==> config.mk <==
export PLATFORM = sky130hd
export DESIGN_NAME = rbsi_div_cell
export DESIGN_NICKNAME = d
export VERILOG_FILES = /design/src/rtl/core/rbsi_pkg.sv /design/src/rtl/core/rbsi_div_cell.sv
export SDC_FILE = /design/constraint.sdc
export NUM_CORES = 1
export LEC_CHECK = 0
export BUFFER_PORTS_ARGS = -buffer_cell sky130_fd_sc_hd__buf_4
export CAP_MARGIN = 0
export CORE_AREA = 2 2 258 260
export DETAILED_ROUTE_END_ITERATION = 8
export DIE_AREA = 0 0 260 262
export PLACE_DENSITY = 0.6
export SYNTH_ARGS = -nofsm -noshare
export SYNTH_HDL_FRONTEND = slang
export SYNTH_SLANG_ARGS = --single-unit
==> constraint.sdc <==
create_clock -name clk_i -period 0.8 [get_ports clk_i]
set_input_delay 0.08 -clock clk_i [delete_from_list [all_inputs] [get_ports clk_i]]
set_output_delay 0.08 -clock clk_i [all_outputs]
set_load 0.1 [all_outputs]
==> src/rtl/core/rbsi_pkg.sv <==
// Package for the ray versus box slab intersection block.
// Holds widths, register and status codes, and the divider pipeline word type.
// No dependencies.
package rbsi_pkg;

  localparam int unsigned COORD_WIDTH   = 32;
  localparam int unsigned FRAC_BITS     = 16;
  localparam int unsigned EXT_WIDTH     = COORD_WIDTH - 1;
  localparam int unsigned NUM_WIDTH     = COORD_WIDTH + 2;
  localparam int unsigned CFG_IDX_WIDTH = 2;
  localparam int unsigned LANES         = 4;

  // Configuration register indexes.
  typedef enum logic [CFG_IDX_WIDTH-1:0] {
    CFG_CENTER_X = 2'd0,
    CFG_CENTER_Y = 2'd1,
    CFG_EXTENT_X = 2'd2,
    CFG_EXTENT_Y = 2'd3
  } cfg_idx_e;

  // Result status codes.
  typedef enum logic [1:0] {
    ST_MISS   = 2'd0,
    ST_INSIDE = 2'd1,
    ST_HIT    = 2'd2
  } status_e;

  // One slab-time division in flight: partial remainder, dividend bits that
  // turn into quotient bits, overflow flag and result sign.
  typedef struct packed {
    logic [COORD_WIDTH-1:0] rem;
    logic [COORD_WIDTH-1:0] lo;
    logic                   sat;
    logic                   neg;
  } lane_t;

  // Word handed from cell to cell: both divisors and the four slab lanes.
  // Lanes 0 and 1 divide by den_x, lanes 2 and 3 by den_y.
  typedef struct packed {
    logic [COORD_WIDTH-1:0] den_x;
    logic [COORD_WIDTH-1:0] den_y;
    lane_t [LANES-1:0]      lane;
  } div_word_t;

endpackage

==> src/rtl/core/rbsi_div_cell.sv <==
// One cell of the divider chain: one restoring quotient bit for all four lanes.
// Depends on rbsi_pkg.
module rbsi_div_cell (
  input  logic                clk_i,
  input  logic                rst_ni,
  input  logic                en_i,
  input  logic                valid_i,
  input  rbsi_pkg::div_word_t word_i,
  output logic                valid_o,
  output rbsi_pkg::div_word_t word_o
);

  logic                valid_q;
  rbsi_pkg::div_word_t word_q, word_d;

  // Shift the next dividend bit into the remainder and try to subtract.
  always_comb begin
    logic [rbsi_pkg::COORD_WIDTH:0]   trial;
    logic [rbsi_pkg::COORD_WIDTH-1:0] den;
    logic                             qbit;
    word_d = word_i;
    for (int i = 0; i < rbsi_pkg::LANES; i++) begin
      den   = (i < 2) ? word_i.den_x : word_i.den_y;
      trial = {word_i.lane[i].rem, word_i.lane[i].lo[rbsi_pkg::COORD_WIDTH-1]};
      qbit  = (trial >= {1'b0, den});
      if (qbit) begin
        trial = trial - {1'b0, den};
      end
      word_d.lane[i].rem = trial[rbsi_pkg::COORD_WIDTH-1:0];
      word_d.lane[i].lo  = {word_i.lane[i].lo[rbsi_pkg::COORD_WIDTH-2:0], qbit};
    end
  end

  // Stage register; only the valid bit is reset.
  always_ff @(posedge clk_i or negedge rst_ni) begin
    if (!rst_ni) begin
      valid_q <= 1'b0;
    end else if (en_i) begin
      valid_q <= valid_i;
    end
  end

  always_ff @(posedge clk_i) begin
    if (en_i) begin
      word_q <= word_d;
    end
  end

  assign valid_o = valid_q;
  assign word_o  = word_q;

endmodule

==> impl_metrics.py, run 1 <==
metrics = {
    "global_route": {
        "grt_max_degree": 32,
        "grt_pass1_wl_um": 115000,
        "grt-ovfl-total": 0,
        "grt_pass1_vias": 19700,
        "grtUsageTotal": 0.222,
        "antenna_found_initial": 4,
    },
    "yosys": {
        "synthFlopType": "edfxtp_1",
        "async_flop_share": 0.00304,
        "yosysSeqAreaShare": 0.538,
        "netlist_area_um2": 18400,
        "synth.distinct_cells": 75,
        "syn_area_per_cell_um2": 11.8,
        "synth_warnings": 0,
        "syn-num-nets": 2016,
        "syn_inst": 1552,
        "yosys_register_bits": 329,
        "synth_edf_count": 328,
    },
    "critical_path": {
        "timing.rr.start": "valid_o",
        "cp_max_fo": 7,
        "crit_chain": "buf_12, inv_12, buf_6, ha_4, nor2b_4, o31a_1, o31ai_4, o31ai_4, a21oi_2, buf_4, nor3_4, nor4_4, buf_6, buf_6, buf_6, o21ai_2",
        "arrival_ns": 2.73,
        "crit_top_cell": "buf_6",
        "cp_slowest_cell": "o31ai_4",
        "rrSetupSlack_ns": -0.18,
        "max_stage_delay_ns": 0.39,
        "rr_worst_depth": 2,
        "critPathRequiredTime_ns": 1.11,
        "path_buf_inv": 7,
        "critPathTopFamily": "compound AO/OA/AOI/OAI gates",
        "end_kind": "register",
        "critPathLaunchType": "input port",
        "critPathKind": "input port to register",
        "r2r_end": "valid_o",
    },
    "drt": {
        "firstDrtPassIters": 5,
        "vias": 19100,
        "wl_per_cell_um": 21.2,
        "drc": 0,
        "ant_nets": 0,
        "initialDrtViolationCount": 1175,
        "routed_via_density": 4.81,
        "wirelength_um": 84100,
    },
    "placed_design": {
        "hpwl_um": 59900,
        "place_area_um2": 28600,
        "portBuffers": 660,
        "gp_congestion": 0.941,
    },
    "job": {
        "max_cap_viol_count": 0,
    },
    "cells_and_area": {
        "post_route_cells_drive_above_1_share": 0.516,
        "syn_to_final_growth_pct": 101,
        "fillCellCount": 5166,
        "fin_nets": 3546,
        "fin_area_um2": 36800,
    },
    "cts": {
        "clk_pin_slew_worst_paths_ns": 0.06,
        "ctsHoldBuffers": 328,
        "clock_path_buffers": 3,
        "cts_tree": "done",
        "cts_sinks": 329,
        "cts_buffers": 39,
        "cts_max_level": 2,
        "clockRootBuffer": "clkbuf_16",
        "clkLatencyLatePin_ns": 0.54,
    },
    "sta": {
        "rsz0062_at_grt": "yes",
        "setup_violations": 462,
        "final_max_slew_viol_count": 0,
        "layout_setup_ws_ns": -1.62,
        "hold_viol_final": 0,
        "maxSlewHeadroom": 0.649,
        "tightestPinTransition_ns": 0.520,
        "clock.fmax_mhz": 413,
        "skew_ns": 0,
        "min_period_ns": 2.42,
        "period_share": 3.03,
    },
    "pwr": {
        "switching_share": 0.416,
        "pwr-share-seq": 0.300,
        "leakage_nw": 16.2,
        "peakVddDrop_v": 0.00176,
        "p_int_mw": 44.1,
        "p_sw_mw": 31.4,
        "clock_power_share": 0.218,
        "combinationalPowerShare": 0.482,
        "power_mw": 75.5,
        "power_density_nw_per_um2": 2050,
    },
    "floorplan": {
        "core_area_um2": 65300,
        "rows": 94,
        "die_area_um2": 68100,
        "fp.dieW_um": 260,
        "start_util": 0.281,
        "die_height_um": 262,
        "ios": 661,
    },
    "outcome": {
        "violations": "negative setup slack",
        "status": "finished with violations",
    },
    "min_path": {
        "hold_path.class": "input port to register",
        "worstHoldStart": "en_i",
        "hold_path_end": "valid_o",
        "hold_depth": 3,
    },
}
## kinds of logic (layout without fill, tap and decap cells)
family	count (synthesis)	after routing	synth area share
AO/OA/AOI/OAI	440	440	0.155
flip-flops	329	329	0.538
AND/OR/NAND/NOR	327	327	0.0825
buffers and inverters	149	1704	0.0356
adder cells (fa/ha/maj)	132	132	0.0916
XOR/XNOR	110	110	0.0525
multiplexers	65	65	0.0446
other	0	3	0
## cell usage in the layout, fill, tap and decap left out, types with 45 or more instances in the layout
| cell | Yosys | final |
|---|---|---|
| clkbuf_16 | 0 | 45 |
| buf_6 | 0 | 339 |
| dlygate4sd3_1 | 0 | 325 |
| ha_1 | 128 | 73 |
| mux2_4 | 25 | 58 |
| nand2_1 | 138 | 120 |
| buf_4 | 8 | 797 |
| xnor2_1 | 58 | 55 |
| xor2_1 | 52 | 49 |
| edfxtp_1 | 328 | 328 |
| a21oi_1 | 112 | 88 |
| a21o_1 | 61 | 61 |
| ha_4 | 0 | 50 |
| inv_1 | 96 | 65 |
| nor2_1 | 60 | 57 |
## per-stage QoR
| stage | cells | hold slack, ns | setup TNS (ns) | util | setup slack (ns) |
|---|---|---|---|---|---|
| 2_1_floorplan | 1552 | -0.216 | -283.67 | - | -1.90 |
| 3_3_place_gp | 3522 | -0.137 | -317.66 | 0.439 | -2.31 |
| 3_5_place_dp | 3522 | -0.138 | -327.11 | 0.439 | -2.32 |
| 4_1_cts | 3947 | -0.0155 | -392.74 | 0.528 | -1.51 |
| 5_1_grt | 3973 | -0.00335 | -354.96 | 0.564 | -1.67 |
| 6_report | 3974 | 0.0261 | -332.15 | 0.564 | -1.62 |
## metal layers
metal	routed length, µm	vias to the layer above	track usage
li1	-	8891	-
met1	30700	9372	0.247
met2	44700	698	0.415
met3	5360	160	0.0464
met4	3340	2	0.0813
met5	12	-	0
## repair_timing
action / 4_1_cts / 5_1_grt
hold endpoints to repair: 329 / 1
setup endpoints to repair: 462 / 576
cloned: 9 / 6
resized for setup: 217 / 535
setup buffers: 25 / 30
pin swaps: 69 / 111
## worst max-delay path by stage
stage | end | depth (start not counted) | from | slack [ns]
2_1_floorplan | word_o[36] | 13 | word_i[298] | -1.90
3_3_place_gp | word_o[246] | 13 | word_i[292] | -2.31
3_5_place_dp | word_o[246] | 13 | word_i[292] | -2.32
4_1_cts | word_o[48] | 15 | word_i[297] | -1.51
5_1_grt | word_o[168] | 16 | word_i[265] | -1.67
6_report | word_o[168] | 16 | word_i[265] | -1.62
## power by group through the flow
stage / combinational, mW / clock (mW) / sequential, mW
4_1_cts: 33.9 / 16.8 / 22.2
3_5_place_dp: 30.8 / 0 / 22.5
3_3_place_gp: 30.5 / 0 / 22.5
5_1_grt: 37.8 / 17.5 / 22.8
6_report: 36.4 / 16.5 / 22.6
2_1_floorplan: 7.01 / 0 / 36.0
## tightest hold or removal path, cell delays in order
cell	delay [ns]
buf_8	0.14
buf_4	0.16
mux2_2	0.15
## final cells by class
class                   instances  area [µm²]  area share
well taps                     864        1080      0.0293
repair buffers               1541       14500       0.394
clock buffers                  47        1010      0.0273
clock inverters                19         121     0.00329
multi-input cells            1074        9740       0.264
flip-flops and latches        329        9880       0.268
diodes                          3        7.51    0.000204
inverters                      97         484      0.0131
## sequential cells by signal, summed over array words and instances (netlist names)
| signal | flops |
|---|---|
| valid_o | 1 |
| word_o | 328 |
## Yosys cell counts, types with 5 or more instances
| library cell | n | share of area |
|---|---|---|
| o31a_1 | 9 | 0.0043 |
| o31ai_1 | 14 | 0.0057 |
| nor4_1 | 5 | 0.0017 |
| ha_1 | 128 | 0.087 |
| o21ai_0 | 70 | 0.019 |
| a31oi_1 | 15 | 0.0051 |
| xnor2_1 | 58 | 0.028 |
| nand4_1 | 26 | 0.0089 |
| nor3_1 | 18 | 0.0049 |
| nand3_1 | 26 | 0.0071 |
| clkbuf_1 | 30 | 0.0061 |
| mux2_4 | 25 | 0.020 |
| a21oi_1 | 112 | 0.031 |
| and3_1 | 14 | 0.0048 |
| inv_1 | 96 | 0.020 |
| o21a_1 | 22 | 0.0090 |
| nor2b_1 | 12 | 0.0041 |
| a21o_1 | 61 | 0.025 |
| mux2i_1 | 6 | 0.0033 |
| o21bai_1 | 17 | 0.0070 |
| nand2b_1 | 13 | 0.0044 |
| a211o_1 | 5 | 0.0024 |
| a221oi_1 | 5 | 0.0024 |
| nand2_1 | 138 | 0.028 |
| nor2_1 | 60 | 0.012 |
| o21ai_1 | 48 | 0.013 |
| xor2_1 | 52 | 0.025 |
| a211oi_1 | 13 | 0.0053 |
| buf_2 | 8 | 0.0022 |
| buf_4 | 8 | 0.0033 |
| mux2_1 | 30 | 0.018 |
| edfxtp_1 | 328 | 0.54 |
Note: power is estimated with default switching activity, not from simulation.
==> run 2: changes to the inputs <==
==> constraint.sdc (replaced) <==
create_clock -name clk_i -period 0.8 [get_ports clk_i]
set_input_delay 0.16 -clock clk_i [delete_from_list [all_inputs] [get_ports clk_i]]
set_output_delay 0.16 -clock clk_i [all_outputs]
set_load 0.1 [all_outputs]
==> run 2 against run 1 <==
  * The flow finishes with violations (negative hold slack, negative setup slack)
  * Largest power group unchanged
  * Total power rose by 4.0%
  * Non-clock buffer count rose by 7
  * Utilization up 0.35 points
  * Sequential share of layout area fell by 0.17 points
  * Via count grew 0.92%
  * Sequential cell count did not move
  * Critical path depth up 2
  * First-iteration DRC count fell by 7.8%
  * Design area grew 0.63%
==> impl_metrics.py, run 2 (same netlist as run 1, synthesis figures left out) <==
metrics = {
    "outcome": {
        "status": "finished with violations",
        "violations": "negative hold slack, negative setup slack",
    },
    "sta": {
        "rsz0062_at_grt": "yes",
        "maxSlewHeadroom": 0.553,
        "setup_violations": 462,
        "min_period_ns": 2.55,
        "period_share": 3.19,
        "clock.fmax_mhz": 392,
        "skew_ns": 0,
        "final.setup.tns_ns": -375.25,
        "tightestPinTransition_ns": 0.666,
        "layout_setup_ws_ns": -1.75,
        "hold_viol_final": 1,
        "hold_slack_ns": -0.000989,
        "final_max_slew_viol_count": 0,
    },
    "floorplan": {
        "fp.dieW_um": 260,
        "core_area_um2": 65300,
        "ios": 661,
        "rows": 94,
        "start_util": 0.281,
        "die_height_um": 262,
        "die_area_um2": 68100,
    },
    "placed_design": {
        "dp_cells": 3530,
        "gp_congestion": 0.926,
        "place_area_um2": 28700,
        "hpwl_um": 60400,
        "portBuffers": 660,
    },
    "cts": {
        "clockRootBuffer": "clkbuf_16",
        "cts_max_level": 2,
        "clk_pin_slew_worst_paths_ns": 0.06,
        "clkLatencyLatePin_ns": 0.56,
        "clock_path_buffers": 3,
        "ctsHoldBuffers": 311,
        "cts_tree": "done",
        "cts_sinks": 329,
        "cts_buffers": 40,
    },
    "drt": {
        "wl_per_cell_um": 21.2,
        "vias": 19300,
        "routed_via_density": 4.84,
        "initialDrtViolationCount": 1083,
        "wirelength_um": 84400,
        "firstDrtPassIters": 6,
        "drc": 0,
        "ant_nets": 0,
    },
    "pwr": {
        "switching_share": 0.405,
        "leakage_nw": 16.4,
        "combinationalPowerShare": 0.467,
        "p_sw_mw": 31.8,
        "p_int_mw": 46.7,
        "clock_power_share": 0.245,
        "power_density_nw_per_um2": 2120,
        "pwr-share-seq": 0.288,
        "power_mw": 78.5,
        "peakVddDrop_v": 0.00156,
    },
    "critical_path": {
        "critPathKind": "input port to register",
        "cp_slowest_cell": "or3_4",
        "max_stage_delay_ns": 0.43,
        "crit_chain": "buf_8, inv_4, buf_6, ha_4, buf_6, nand4_1, or3_4, nor4_4, buf_4, a41o_1, o221ai_2, a21oi_2, nor4_4, buf_6, buf_8, buf_16, nand2_4, o21ai_2",
        "cp_max_fo": 5,
        "critPathRequiredTime_ns": 1.10,
        "arrival_ns": 2.86,
        "end_kind": "register",
        "timing.rr.start": "valid_o",
        "crit_top_cell": "buf_6",
        "critPathLaunchType": "input port",
        "crit_path_start": "word_i[267]",
    },
    "global_route": {
        "grt_pass1_vias": 20500,
        "antenna_found_initial": 8,
        "grtUsageTotal": 0.234,
        "grt_pass1_wl_um": 122000,
        "grt-ovfl-total": 0,
        "grt_max_degree": 31,
    },
    "min_path": {
        "worstHoldStart": "word_i[57]",
        "hold_path.class": "input port to register",
    },
    "job": {
        "max_cap_viol_count": 0,
    },
    "cells_and_area": {
        "syn_to_final_growth_pct": 102,
        "layout.cells.non_filler": 3986,
        "final_common_cell": "buf_4",
        "largest_reg_flops": 328,
        "post_route_cells_drive_above_1_share": 0.530,
        "final_cell_mix": "811 x buf_4, 362 x buf_6, 328 x edfxtp_1",
        "fin_nets": 3554,
        "fin_area_um2": 37100,
    },
}
## run 2: cell count changes in the layout (fill, tap and decap cells not counted), sizes merged
| cell | before | now |
|---|---|---|
| bufinv | 0 | 6 |
| diode | 3 | 4 |
| buf | 1208 | 1236 |
| clkinvlp | 4 | 6 |
| clkbuf | 54 | 51 |
| inv | 98 | 95 |
| clkinv | 14 | 10 |
| dlygate4sd3 | 325 | 311 |
| dlymetal6s4s | 1 | 0 |
## run 2: final cells by class
class / count / area, µm²
fill: 5170 / 28200
tap: 864 / 1080
timing repair buffer: 1548 / 14600
sequential: 329 / 9880
clock inverter: 20 / 289
multi-input combinational: 1074 / 9700
clock buffer: 50 / 1070
inverter: 97 / 483
antenna: 4 / 10.0
## run 2: metal layers
metal	wire length [µm]	track usage	vias up
li1	-	-	8922
met1	30100	0.253	9482
met2	45100	0.442	707
met3	5820	0.0530	180
met4	3350	0.0921	8
met5	57	0	-
## run 2: power groups by stage
stage / sequential [mW] / combinational (mW) / clock (mW)
finish: 22.6 / 36.7 / 19.2
global route: 22.8 / 38.0 / 20.2
CTS: 22.6 / 35.9 / 19.6
detailed placement: 22.5 / 30.9 / 0
global placement: 22.5 / 30.7 / 0
floorplan: 36.0 / 7.01 / 0
## run 2: worst paths after layout
kind	slack, ns	depth (start not counted)	endpoint
setup / recovery	-1.75	18	word_o[181]
hold / removal	-0.001	3	word_o[58]
setup reg to reg	-0.06	1	valid_o
hold reg to reg	0.59	1	valid_o
max in group asynchronous	0.15	3	valid_o
min in group asynchronous	0.51	3	valid_o
## run 2: metrics by stage
stage / util / setup slack (ns)
floorplan: - / -1.98
global placement: 0.440 / -2.40
global route: 0.568 / -1.80
detailed placement: 0.440 / -2.44
finish: 0.568 / -1.75
CTS: 0.560 / -1.62
## run 2: worst max-delay path: cells and delay by family
family	cells	cell delay, ns
compound gates	4	0.59
fa+ha+maj	1	0.26
buf+inv	8	0.89
simple gates	5	0.95
## run 2: timing repair
item                                    in CTS  in global routing
endpoints found under the setup margin     462                462
endpoints found under the hold margin      322                 10
setup buffers                               49                 19
gates resized for setup                    611                154
cloned                                      20                  1
pin swaps                                  119                 56
